==> config.mk <==
export PLATFORM = sky130hd
export DESIGN_NAME = euler_channel_rotation_compose_core
export DESIGN_NICKNAME = d
export VERILOG_FILES = /design/src/rtl/core/ecrc_pkg.sv /design/src/rtl/core/euler_channel_rotation_compose_core.sv /design/src/rtl/core/ecrc_mul.sv /design/src/rtl/core/ecrc_cordic.sv
export SDC_FILE = /design/constraint.sdc
export NUM_CORES = 2
export LEC_CHECK = 0
export BUFFER_PORTS_ARGS = -buffer_cell sky130_fd_sc_hd__buf_2
export CORE_AREA = 3 3 404 406
export DETAILED_ROUTE_END_ITERATION = 7
export DIE_AREA = 0 0 407 409
export GPL_ROUTABILITY_DRIVEN = 0
export PLACE_DENSITY = 0.71
export SLEW_MARGIN = 20
export SYNTH_ARGS = -nofsm -noshare
export SYNTH_HDL_FRONTEND = slang
export SYNTH_SLANG_ARGS = --single-unit
==> constraint.sdc <==
create_clock -name clk -period 12.45 [get_ports clk]
set_input_delay 0 -clock clk [delete_from_list [all_inputs] [get_ports clk]]
set_output_delay 0 -clock clk [all_outputs]
set_load 0.02 [all_outputs]
==> src/rtl/core/ecrc_pkg.sv <==
// shared constants, types and helper functions of the euler channel rotation composer
`default_nettype none

package ecrc_pkg;

  localparam int FRAC_BITS        = 16;
  localparam int EW               = FRAC_BITS + 2;
  localparam int NUM_ENT          = 9;
  localparam int ENT_IW           = $clog2(NUM_ENT);
  localparam int CORDIC_STEPS_DEF = 18;
  localparam int ATAN_IW          = 5;
  localparam int ZW               = 34;
  localparam int CORDIC_FRAC      = 30;

  localparam int MW = 20;
  localparam int PW = 2 * MW;

  localparam int KIND_W      = 3;
  localparam int ANGLE_W     = 24;
  localparam int IN_TDATA_W  = ((ANGLE_W + 7) / 8) * 8;
  localparam int IN_TUSER_W  = KIND_W + 1;
  localparam int OUT_TDATA_W = ((NUM_ENT * EW + 7) / 8) * 8;

  localparam logic [KIND_W-1:0] KIND_ROT_X = 3'd3;
  localparam logic [KIND_W-1:0] KIND_ROT_Y = 3'd4;
  localparam logic [KIND_W-1:0] KIND_ROT_Z = 3'd5;

  localparam int FULL_TURN_Q8    = 92160;
  localparam int HALF_TURN_Q8    = FULL_TURN_Q8 / 2;
  localparam int QUARTER_TURN_Q8 = FULL_TURN_Q8 / 4;
  localparam int RED_STEPS       = $clog2((2 ** (ANGLE_W - 1)) / FULL_TURN_Q8 + 1);
  localparam int RED_CW          = $clog2(RED_STEPS);
  localparam int FOLD_W          = 19;
  localparam int MAG_W           = 15;

  // radians = mag * pi_q30 / half_turn, split as quotient plus remainder part
  localparam longint PI_Q30   = 64'd3373259426;
  localparam longint PI_QUO   = PI_Q30 / HALF_TURN_Q8;
  localparam longint PI_REM   = PI_Q30 % HALF_TURN_Q8;
  localparam int     DIV_SH   = 10;
  localparam int     DIV_ODD  = HALF_TURN_Q8 / (2 ** DIV_SH);
  localparam int     RECIP_SH = 24;
  localparam longint RECIP    = (64'd1 << RECIP_SH) / DIV_ODD;
  localparam int     N_W      = 19;
  localparam int     Q_W      = 14;
  localparam int     RAD_W    = 32;

  localparam longint GAIN_Q30 = 64'd652032874;

  typedef struct packed {
    logic                 start;
    logic                 flip;
    logic signed [ZW-1:0] z;
  } cordic_req_t;

  typedef struct packed {
    logic                 done;
    logic signed [EW-1:0] cs;
    logic signed [EW-1:0] sn;
  } cordic_rsp_t;

  function automatic logic [30:0] atan_q30(input logic [ATAN_IW-1:0] i);
    logic [30:0] v;
    unique case (i)
      5'd0:    v = 31'h3243F6A8;
      5'd1:    v = 31'h1DAC6705;
      5'd2:    v = 31'h0FADBAFC;
      5'd3:    v = 31'h07F56EA6;
      5'd4:    v = 31'h03FEAB76;
      5'd5:    v = 31'h01FFD55B;
      5'd6:    v = 31'h00FFFAAA;
      5'd7:    v = 31'h007FFF55;
      5'd8:    v = 31'h003FFFEA;
      5'd9:    v = 31'h001FFFFD;
      5'd10:   v = 31'h000FFFFF;
      5'd11:   v = 31'h0007FFFF;
      5'd12:   v = 31'h0003FFFF;
      5'd13:   v = 31'h0001FFFF;
      5'd14:   v = 31'h0000FFFF;
      5'd15:   v = 31'h00007FFF;
      5'd16:   v = 31'h00003FFF;
      5'd17:   v = 31'h00001FFF;
      5'd18:   v = 31'h00000FFF;
      5'd19:   v = 31'h000007FF;
      5'd20:   v = 31'h000003FF;
      5'd21:   v = 31'h000001FF;
      5'd22:   v = 31'h000000FF;
      5'd23:   v = 31'h0000007F;
      5'd24:   v = 31'h0000003F;
      5'd25:   v = 31'h0000001F;
      5'd26:   v = 31'h0000000F;
      5'd27:   v = 31'h00000007;
      5'd28:   v = 31'h00000003;
      5'd29:   v = 31'h00000001;
      default: v = 31'h00000000;
    endcase
    return v;
  endfunction

  // round half up by sh bits, then clamp to the entry range
  function automatic logic signed [EW-1:0] round_sat(input logic signed [63:0] v,
                                                      input int unsigned sh);
    logic signed [63:0] r;
    logic signed [63:0] hi;
    logic signed [63:0] lo;
    hi = (64'sd1 <<< (FRAC_BITS + 1)) - 64'sd1;
    lo = -(64'sd1 <<< (FRAC_BITS + 1));
    if (sh == 0) r = v;
    else         r = (v + (64'sd1 <<< (sh - 1))) >>> sh;
    if (r > hi)      r = hi;
    else if (r < lo) r = lo;
    return r[EW-1:0];
  endfunction

endpackage

`default_nettype wire

==> src/rtl/core/euler_channel_rotation_compose_core.sv <==
// top level: sequencer, angle reduction, matrix store and output register
//
// Builds one joint's 3x3 rotation matrix from a stream of channel words. A word
// with the first flag restarts the matrix from identity; x/y/z rotation kinds
// right-multiply it by the elementary rotation by the word's angle (degrees,
// signed Q15.8), all other kinds leave it as is. On a word with tlast the nine
// Q1.16 entries leave as one output word. One word is taken at a time: a
// rotation word occupies the block through the seven-step angle reduction,
// three products through the shared multiplier for the degree-to-radian
// scaling, one cordic step per cycle, and twelve products of the matrix
// update through that same multiplier; any other kind goes straight to the
// done state. A finished matrix waits in the output register while the next
// words are worked on.
`default_nettype none

module euler_channel_rotation_compose_core #(
  parameter int CORDIC_STEPS = ecrc_pkg::CORDIC_STEPS_DEF
) (
  input  wire logic                                clk,
  input  wire logic                                rst_n,
  input  wire logic                                in_tvalid,
  output logic                                     in_tready,
  input  wire logic [ecrc_pkg::IN_TDATA_W-1:0]     in_tdata,   // angle_deg
  input  wire logic [ecrc_pkg::IN_TUSER_W-1:0]     in_tuser,   // channel_kind, is_first
  input  wire logic                                in_tlast,
  output logic                                     out_tvalid,
  input  wire logic                                out_tready,
  output logic [ecrc_pkg::OUT_TDATA_W-1:0]         out_tdata   // m00..m22, row by row
);

  localparam int EW  = ecrc_pkg::EW;
  localparam int MW  = ecrc_pkg::MW;
  localparam int PW  = ecrc_pkg::PW;
  localparam int ZW  = ecrc_pkg::ZW;
  localparam int AW  = ecrc_pkg::FOLD_W;
  localparam int IW  = ecrc_pkg::ENT_IW;
  localparam int NW  = ecrc_pkg::N_W;
  localparam int QW  = ecrc_pkg::Q_W;
  localparam int ANW = ecrc_pkg::ANGLE_W;

  localparam logic signed [EW-1:0] ENT_ONE = EW'(1 << ecrc_pkg::FRAC_BITS);
  localparam logic signed [AW-1:0] FT = AW'(ecrc_pkg::FULL_TURN_Q8);
  localparam logic signed [AW-1:0] HT = AW'(ecrc_pkg::HALF_TURN_Q8);
  localparam logic signed [AW-1:0] QT = AW'(ecrc_pkg::QUARTER_TURN_Q8);

  typedef enum logic [3:0] {
    ST_IDLE, ST_REDUCE, ST_FOLD, ST_RAD0, ST_RAD1, ST_RAD2, ST_RAD3,
    ST_CORD, ST_MAT, ST_DONE
  } state_t;

  state_t                  state_r;
  logic                    last_r;
  logic                    sgn_r;
  logic [1:0]              col_p_r;
  logic [1:0]              col_q_r;
  logic [ANW-1:0]          rem_r;
  logic [ecrc_pkg::RED_CW-1:0] red_cnt_r;
  logic [ecrc_pkg::MAG_W-1:0]  mag_r;
  logic                    neg_r;
  logic                    flip_r;
  logic [NW-1:0]           n_r;
  logic [QW-1:0]           q_r;
  logic signed [EW-1:0]    mat_r [ecrc_pkg::NUM_ENT];
  logic [1:0]              row_r;
  logic [1:0]              term_r;
  logic                    iss_act_r;
  logic                    tg_vld_r;
  logic [1:0]              tg_row_r;
  logic [1:0]              tg_term_r;
  logic signed [PW-1:0]    acc_r;
  logic signed [EW-1:0]    newp_r;
  logic                    out_vld_r;
  logic [ecrc_pkg::OUT_TDATA_W-1:0] out_data_r;

  logic signed [MW-1:0]    mul_a;
  logic signed [MW-1:0]    mul_b;
  logic signed [PW-1:0]    mul_p;
  ecrc_pkg::cordic_req_t   creq;
  ecrc_pkg::cordic_rsp_t   crsp;

  logic                    in_acc;
  logic signed [ANW-1:0]   angle_in;
  logic [ANW-1:0]          red_sub;
  logic [ANW-1:0]          rem_nxt;
  logic signed [AW-1:0]    a0;
  logic signed [AW-1:0]    a1;
  logic signed [AW-1:0]    a2;
  logic signed [AW-1:0]    amag;
  logic                    flip_nxt;
  logic [NW-1:0]           n_cur;
  logic [QW-1:0]           q_est;
  logic [NW:0]             q45;
  logic [NW:0]             n_res;
  logic [QW-1:0]           q_nxt;
  logic [ecrc_pkg::RAD_W-1:0] rad;
  logic signed [ZW-1:0]    z_nxt;
  logic [1:0]              rd_col;
  logic [IW-1:0]           rd_idx;
  logic [IW-1:0]           wp_idx;
  logic [IW-1:0]           wq_idx;
  logic signed [PW:0]      sum_p;
  logic signed [PW:0]      dif_q;
  logic                    out_load;
  logic [ecrc_pkg::OUT_TDATA_W-1:0] out_pack;

  assign in_tready = (state_r == ST_IDLE);
  assign in_acc    = in_tvalid && in_tready;
  assign angle_in  = signed'(in_tdata[ANW-1:0]);

  // angle reduction, one compare and subtract per cycle
  always_comb begin
    red_sub = ANW'(ecrc_pkg::FULL_TURN_Q8) << red_cnt_r;
    rem_nxt = (rem_r >= red_sub) ? rem_r - red_sub : rem_r;
  end

  // map into [-180, 180) and fold into [-90, 90]
  always_comb begin
    a0 = (sgn_r && rem_r != '0) ? FT - AW'(rem_r) : AW'(rem_r);
    a1 = (a0 >= HT) ? a0 - FT : a0;
    flip_nxt = 1'b0;
    priority if (a1 > QT) begin
      a2 = a1 - HT;
      flip_nxt = 1'b1;
    end else if (a1 < -QT) begin
      a2 = a1 + HT;
      flip_nxt = 1'b1;
    end else begin
      a2 = a1;
    end
    amag = a2[AW-1] ? -a2 : a2;
  end

  // radian scaling
  always_comb begin
    n_cur = mul_p[NW+ecrc_pkg::DIV_SH-1:ecrc_pkg::DIV_SH];
    q_est = mul_p[ecrc_pkg::RECIP_SH+QW-1:ecrc_pkg::RECIP_SH];
    q45   = (NW+1)'(q_est) * (NW+1)'(ecrc_pkg::DIV_ODD);
    n_res = {1'b0, n_r} - q45;
    q_nxt = (n_res >= (NW+1)'(ecrc_pkg::DIV_ODD)) ? q_est + QW'(1) : q_est;
    rad   = mul_p[ecrc_pkg::RAD_W-1:0] + ecrc_pkg::RAD_W'(q_r);
    z_nxt = neg_r ? -ZW'(rad) : ZW'(rad);
  end

  // matrix addressing
  always_comb begin
    rd_col = (term_r == 2'd0 || term_r == 2'd3) ? col_p_r : col_q_r;
    rd_idx = IW'(row_r) * IW'(3) + IW'(rd_col);
    wp_idx = IW'(tg_row_r) * IW'(3) + IW'(col_p_r);
    wq_idx = IW'(tg_row_r) * IW'(3) + IW'(col_q_r);
    sum_p  = (PW+1)'(acc_r) + (PW+1)'(mul_p);
    dif_q  = (PW+1)'(acc_r) - (PW+1)'(mul_p);
  end

  // shared multiplier operands
  always_comb begin
    mul_a = '0;
    mul_b = '0;
    unique case (state_r)
      ST_RAD0: begin
        mul_a = MW'(mag_r);
        mul_b = MW'(ecrc_pkg::PI_REM);
      end
      ST_RAD1: begin
        mul_a = MW'(n_cur);
        mul_b = MW'(ecrc_pkg::RECIP);
      end
      ST_RAD2: begin
        mul_a = MW'(mag_r);
        mul_b = MW'(ecrc_pkg::PI_QUO);
      end
      ST_MAT: begin
        mul_a = MW'(mat_r[rd_idx]);
        mul_b = term_r[0] ? MW'(crsp.sn) : MW'(crsp.cs);
      end
      default: begin
        mul_a = '0;
        mul_b = '0;
      end
    endcase
  end

  always_comb begin
    creq.start = (state_r == ST_RAD3);
    creq.flip  = flip_r;
    creq.z     = z_nxt;
  end

  always_comb begin
    out_pack = '0;
    for (int k = 0; k < ecrc_pkg::NUM_ENT; k++) begin
      out_pack[k*EW +: EW] = mat_r[k];
    end
  end

  assign out_load = (state_r == ST_DONE) && last_r && (!out_vld_r || out_tready);

  always_ff @(posedge clk) begin
    if (!rst_n) begin
      state_r   <= ST_IDLE;
      iss_act_r <= 1'b0;
      tg_vld_r  <= 1'b0;
      out_vld_r <= 1'b0;
      for (int k = 0; k < ecrc_pkg::NUM_ENT; k++) begin
        mat_r[k] <= (k % 4 == 0) ? ENT_ONE : '0;
      end
    end else begin
      tg_vld_r <= 1'b0;
      if (out_load) begin
        out_vld_r  <= 1'b1;
        out_data_r <= out_pack;
      end else if (out_tready) begin
        out_vld_r <= 1'b0;
      end

      unique case (state_r)
        ST_IDLE: begin
          if (in_acc) begin
            rem_r     <= angle_in[ANW-1] ? ANW'(-angle_in) : ANW'(angle_in);
            sgn_r     <= angle_in[ANW-1];
            red_cnt_r <= ecrc_pkg::RED_CW'(ecrc_pkg::RED_STEPS - 1);
            last_r    <= in_tlast;
            if (in_tuser[ecrc_pkg::KIND_W]) begin
              for (int k = 0; k < ecrc_pkg::NUM_ENT; k++) begin
                mat_r[k] <= (k % 4 == 0) ? ENT_ONE : '0;
              end
            end
            unique case (in_tuser[ecrc_pkg::KIND_W-1:0])
              ecrc_pkg::KIND_ROT_X: begin
                col_p_r <= 2'd1;
                col_q_r <= 2'd2;
                state_r <= ST_REDUCE;
              end
              ecrc_pkg::KIND_ROT_Y: begin
                col_p_r <= 2'd2;
                col_q_r <= 2'd0;
                state_r <= ST_REDUCE;
              end
              ecrc_pkg::KIND_ROT_Z: begin
                col_p_r <= 2'd0;
                col_q_r <= 2'd1;
                state_r <= ST_REDUCE;
              end
              default: state_r <= ST_DONE;
            endcase
          end
        end
        ST_REDUCE: begin
          rem_r <= rem_nxt;
          if (red_cnt_r == '0) state_r <= ST_FOLD;
          else                 red_cnt_r <= red_cnt_r - ecrc_pkg::RED_CW'(1);
        end
        ST_FOLD: begin
          mag_r   <= ecrc_pkg::MAG_W'(amag);
          neg_r   <= a2[AW-1];
          flip_r  <= flip_nxt;
          state_r <= ST_RAD0;
        end
        ST_RAD0: state_r <= ST_RAD1;
        ST_RAD1: begin
          n_r     <= n_cur;
          state_r <= ST_RAD2;
        end
        ST_RAD2: begin
          q_r     <= q_nxt;
          state_r <= ST_RAD3;
        end
        ST_RAD3: state_r <= ST_CORD;
        ST_CORD: begin
          if (crsp.done) begin
            row_r     <= 2'd0;
            term_r    <= 2'd0;
            iss_act_r <= 1'b1;
            state_r   <= ST_MAT;
          end
        end
        ST_MAT: begin
          if (iss_act_r) begin
            tg_vld_r  <= 1'b1;
            tg_row_r  <= row_r;
            tg_term_r <= term_r;
            term_r    <= term_r + 2'd1;
            if (term_r == 2'd3) row_r <= row_r + 2'd1;
            if (term_r == 2'd3 && row_r == 2'd2) iss_act_r <= 1'b0;
          end
          if (tg_vld_r) begin
            unique case (tg_term_r)
              2'd0, 2'd2: acc_r <= mul_p;
              2'd1: newp_r <= ecrc_pkg::round_sat(64'(sum_p), ecrc_pkg::FRAC_BITS);
              2'd3: begin
                mat_r[wp_idx] <= newp_r;
                mat_r[wq_idx] <= ecrc_pkg::round_sat(64'(dif_q), ecrc_pkg::FRAC_BITS);
                if (tg_row_r == 2'd2) state_r <= ST_DONE;
              end
              default: acc_r <= mul_p;
            endcase
          end
        end
        ST_DONE: begin
          if (!last_r || out_load) state_r <= ST_IDLE;
        end
        default: state_r <= ST_IDLE;
      endcase
    end
  end

  assign out_tvalid = out_vld_r;
  assign out_tdata  = out_data_r;

  ecrc_mul u_mul (
    .clk (clk),
    .a   (mul_a),
    .b   (mul_b),
    .p_r (mul_p)
  );

  ecrc_cordic #(
    .CORDIC_STEPS (CORDIC_STEPS)
  ) u_cordic (
    .clk   (clk),
    .rst_n (rst_n),
    .req   (creq),
    .rsp   (crsp)
  );

  a_cordic_done_in_wait: assert property (@(posedge clk) disable iff (!rst_n)
    crsp.done |-> state_r == ST_CORD)
    else $error("cordic result outside its wait state");

  a_tag_in_mat: assert property (@(posedge clk) disable iff (!rst_n)
    tg_vld_r |-> state_r == ST_MAT)
    else $error("matrix product tag outside matrix update");

  a_reduced_range: assert property (@(posedge clk) disable iff (!rst_n)
    state_r == ST_FOLD |-> rem_r < ANW'(ecrc_pkg::FULL_TURN_Q8))
    else $error("angle reduction left a remainder of a full turn or more");

  a_folded_range: assert property (@(posedge clk) disable iff (!rst_n)
    state_r == ST_RAD0 |-> mag_r <= ecrc_pkg::MAG_W'(ecrc_pkg::QUARTER_TURN_Q8))
    else $error("folded angle beyond a quarter turn");

  a_load_free: assert property (@(posedge clk) disable iff (!rst_n)
    out_load |-> !out_vld_r || out_tready)
    else $error("output register overwritten while full");

endmodule

`default_nettype wire

==> src/rtl/core/ecrc_mul.sv <==
// shared signed multiplier with registered product
`default_nettype none

module ecrc_mul (
  input  wire logic                              clk,
  input  wire logic signed [ecrc_pkg::MW-1:0]    a,
  input  wire logic signed [ecrc_pkg::MW-1:0]    b,
  output logic signed      [ecrc_pkg::PW-1:0]    p_r
);

  always_ff @(posedge clk) begin
    p_r <= a * b;
  end

endmodule

`default_nettype wire

==> src/rtl/core/ecrc_cordic.sv <==
// iterative rotation-mode cordic giving rounded cosine and sine
`default_nettype none

module ecrc_cordic #(
  parameter int CORDIC_STEPS = ecrc_pkg::CORDIC_STEPS_DEF
) (
  input  wire logic                  clk,
  input  wire logic                  rst_n,
  input  wire ecrc_pkg::cordic_req_t req,
  output ecrc_pkg::cordic_rsp_t      rsp
);

  localparam int SCW = (CORDIC_STEPS > 1) ? $clog2(CORDIC_STEPS) : 1;
  localparam int RSH = ecrc_pkg::CORDIC_FRAC - ecrc_pkg::FRAC_BITS;

  logic                           run_r;
  logic                           fin_r;
  logic                           done_r;
  logic [SCW-1:0]                 step_r;
  logic                           flip_r;
  logic signed [ecrc_pkg::ZW-1:0] x_r;
  logic signed [ecrc_pkg::ZW-1:0] y_r;
  logic signed [ecrc_pkg::ZW-1:0] z_r;
  logic signed [ecrc_pkg::EW-1:0] cs_r;
  logic signed [ecrc_pkg::EW-1:0] sn_r;

  logic signed [ecrc_pkg::ZW-1:0] dx;
  logic signed [ecrc_pkg::ZW-1:0] dy;
  logic signed [ecrc_pkg::ZW-1:0] at_v;
  logic signed [ecrc_pkg::ZW-1:0] x_fin;
  logic signed [ecrc_pkg::ZW-1:0] y_fin;

  assign dx    = y_r >>> step_r;
  assign dy    = x_r >>> step_r;
  assign at_v  = ecrc_pkg::ZW'(ecrc_pkg::atan_q30(ecrc_pkg::ATAN_IW'(step_r)));
  assign x_fin = flip_r ? -x_r : x_r;
  assign y_fin = flip_r ? -y_r : y_r;

  always_ff @(posedge clk) begin
    if (!rst_n) begin
      run_r  <= 1'b0;
      fin_r  <= 1'b0;
      done_r <= 1'b0;
    end else begin
      done_r <= 1'b0;
      if (req.start) begin
        run_r  <= 1'b1;
        fin_r  <= 1'b0;
        step_r <= '0;
        flip_r <= req.flip;
        x_r    <= ecrc_pkg::ZW'(ecrc_pkg::GAIN_Q30);
        y_r    <= '0;
        z_r    <= req.z;
      end else if (run_r) begin
        if (!z_r[ecrc_pkg::ZW-1]) begin
          x_r <= x_r - dx;
          y_r <= y_r + dy;
          z_r <= z_r - at_v;
        end else begin
          x_r <= x_r + dx;
          y_r <= y_r - dy;
          z_r <= z_r + at_v;
        end
        step_r <= step_r + SCW'(1);
        if (step_r == SCW'(CORDIC_STEPS - 1)) begin
          run_r <= 1'b0;
          fin_r <= 1'b1;
        end
      end else if (fin_r) begin
        fin_r  <= 1'b0;
        done_r <= 1'b1;
        cs_r   <= ecrc_pkg::round_sat(64'(x_fin), RSH);
        sn_r   <= ecrc_pkg::round_sat(64'(y_fin), RSH);
      end
    end
  end

  assign rsp.done = done_r;
  assign rsp.cs   = cs_r;
  assign rsp.sn   = sn_r;

endmodule

`default_nettype wire
==> results_dict.tcl <==
set metrics [dict create \
    synth_edf_count 742 \
    drive_above_1_share_pct 11.3 \
    dpl.hpwl_um 155000 \
    start_util_pct 44.9 \
    most-common-layout-cells "inv_1 (773), nand2_1 (773), edfxtp_1 (742), nor2_1 (559), ha_1 (475)" \
    avgSynthCellArea_sq_um 9.84 \
    cp.required_ns 13.10 \
    violations "DRC" \
    grt_pass1_vias 56454 \
    seq_area_sq_um 23900 \
    n_fill_cell 14189 \
    relSlewSlack_pct 11.2 \
    syn_area_sq_um 72000 \
    peakVddDrop_mv 0.162 \
    cts.sinks 822 \
    path_class "reg2reg" \
    dieArea_sq_um 166000 \
    finalSetupViolations 0 \
    fin_area_sq_um 79300 \
    drt_wl_total_um 208000 \
    synth.distinct_cells 104 \
    first_iter_violations 6299 \
    period_needed_ns 11.82 \
    clockBufferDepth 3 \
    cts.clk_slew.worst_paths_ns 0.06 \
    grt_pass1_wl_um 324000 \
    cts_setup_buffers 0 \
    async_flop_share_pct 0 \
    rsz0062_at_grt "false" \
    worst_setup_path_end_kind "flop" \
    numCtsBuffers 93 \
    die_h_um 409 \
    grtUsageTotal_pct 24.8 \
    grt_max_degree 163 \
    outcome "finished with violations" \
    finalNetCount 8384 \
    ys_seq_elements 822 \
    yosys_warnings 0 \
    cts_tree "yes" \
    io_buffers 196 \
    fmax_mhz 84.6 \
    power.leakage_uw 0.0324 \
    yosysTopAreaCellShare_pct 31.0 \
    p_per_area_nw_per_um2 149 \
    ys_seq_area_share_pct 33.2 \
    grt_antenna_before_repair 10 \
    worst-path-max-fanout 26 \
    hold_path.class "in2reg" \
    slowest_delay_ns 0.90 \
    dp.cells 9425 \
    globalRouteOverflowTotal 0 \
    fp.coreArea_sq_um 160000 \
    critical_path.slowest_cell "a222oi_1" \
    rows 147 \
    viasPerCell 5.92 \
    worst_pin_slew_ns 1.32 \
    finalHoldViolCount 0 \
    layout.cells.non_filler 9650 \
    wl_per_cell_um 21.6 \
    reg2reg_depth 35 \
    multi_input_area_sq_um 43900 \
    insertion_delay_ns 0.76 \
    place_area_sq_um 75400 \
    utilization_pct 49.5 \
    max_cap_violations 0 \
    die_x_um 407 \
    startpoint_type "flop" \
    drc 9 \
    htreeDepth 3 \
    power_uw 11900 \
    cp.arrival_ns 12.47 \
    synthCells 7312 \
    synth.area.top_cells "edfxtp_1 (31%), fa_1 (13%), ha_1 (8.3%), mux4_2 (4.9%), nand2_1 (4.0%)" \
    crit_path_frequent_cell "fa_1" \
    final.setup_skew_ns 0.0725 \
    finalSetupTns_ns 0 \
    final_antenna_net_count 0 \
    synthToLayoutAreaGrowth_pct 10.2 \
    pin_count 203 \
    synth_top_cell_by_area "edfxtp_1" \
    cts_root_buf "clkbuf_16" \
    fin_crit_sh_pct 94.9 \
    maxSlewViolCount 0 \
    synth_ff_type "edfxtp_1" \
    num_vias 57157 \
    drtPass1Iterations 8 \
    whs_path_depth 6 \
]
per-layer routing:
layer / part of all wire [%] / up-vias / wire length [um] / track usage (%)
li1: - / 25812 / - / -
met1: 38 / 27712 / 79700 / 31.8
met2: 46 / 3004 / 96100 / 39.9
met3: 9.4 / 627 / 19600 / 4.49
met4: 6.2 / 2 / 12900 / 13.4
met5: 0.0062 / - / 13 / 0
where the power goes:
part | leakage [uW] | switching [uW] | total, uW | internal [uW]
registers | 0.00760 | 210 | 3480 | 3270
logic | 0.0232 | 3460 | 5400 | 1940
clock network | 0.00161 | 1240 | 2970 | 1730
timing repair:
item | CTS | global route
endpoints found under the setup margin | 0 | 1
endpoints found under the hold margin | 41 | 0
gates resized for setup | 0 | 1
hold buffers | 50 | 0
worst max-delay path: cells and delay by family, from the launching register on:
family | cells | cell delay (ns)
simple gates | 2 | 0.15
mux | 2 | 0.89
fa+ha+maj | 11 | 4.87
xor+xnor | 1 | 0.14
compound gates | 13 | 4.44
buf+inv | 6 | 0.82
flops | 1 | 0.40
stage by stage:
step / hold WS [ns] / setup slack [ns]
floorplan: 0.0989 / 1.10
global placement: 0.186 / 0.952
detailed placement: 0.198 / 0.769
CTS: 0.0296 / 0.724
global route: 0.151 / 0.0243
finish: 0.116 / 0.629
logic make-up after synthesis:
family	after synthesis	synth area share, %
adder cells (fa/ha/maj)	944	21.2
AO/OA/AOI/OAI	1538	13.4
multiplexers	307	7.11
AND/OR/NAND/NOR	2096	13.4
buffers and inverters	1158	6.15
other	1	0.00521
XOR/XNOR	446	5.46
flip-flops	822	33.2
flip-flops by register name (all words and copies together) (netlist names), 3 cells and up:
| signal | flops |
|---|---|
| mat_r | 288 |
| out_tdata | 162 |
| acc_r | 40 |
| u_mul.p_r | 40 |
| u_cordic.x_r | 34 |
| u_cordic.y_r | 34 |
| u_cordic.z_r | 34 |
| u_cordic.at_v | 30 |
| rem_r | 24 |
| n_r | 19 |
| newp_r | 18 |
| u_cordic.cs_r | 18 |
| u_cordic.sn_r | 18 |
| mag_r | 15 |
| q_r | 14 |
| u_cordic.step_r | 5 |
| state_r | 4 |
| red_cnt_r | 3 |
cell type report:
class	instances	area share [%]
inverters	779	3.69
multi-input cells	5337	55.4
clock inverters	58	1.01
clock buffers	114	3.19
flip-flops and latches	822	30.1
repair buffers	377	3.16
diodes	3	0.00947
well taps	2160	3.41
cells in the mapped netlist (34+ instances only):
cell	n
nor3_1	128
a21o_1	85
edfxtp_1	742
nand2_1	775
o211ai_1	34
nor2b_1	82
clkbuf_1	300
ha_1	477
o21a_1	65
a211oi_1	39
o31ai_1	150
or3_1	50
mux2i_1	75
mux2_2	75
fa_1	464
buf_1	48
a21oi_1	362
xnor2_1	269
or2_2	44
inv_1	773
nand2b_1	66
a31oi_1	46
dfxtp_1	80
nor4_1	39
nand3_1	126
xor2_1	175
nor2_1	566
o21ai_0	475
and2_1	60
mux4_2	156
and3_1	39
worst paths after layout:
path | endpoint | start | slack (ns)
worst max register to register | u_mul.p_r[38]$_DFF_P_ | term_r[0]$_SDFFCE_PN0P_ | 0.63
worst min-delay path | state_r[0]$_SDFFE_PN0P_ | in_tvalid | 0.12
worst min register to register | out_tdata[25]$_DFFE_PP_ | mat_r[1][7]$_DFFE_PP_ | 0.45
worst max-delay path | u_mul.p_r[38]$_DFF_P_ | term_r[0]$_SDFFCE_PN0P_ | 0.63
Power figures use the tool's default switching activity.
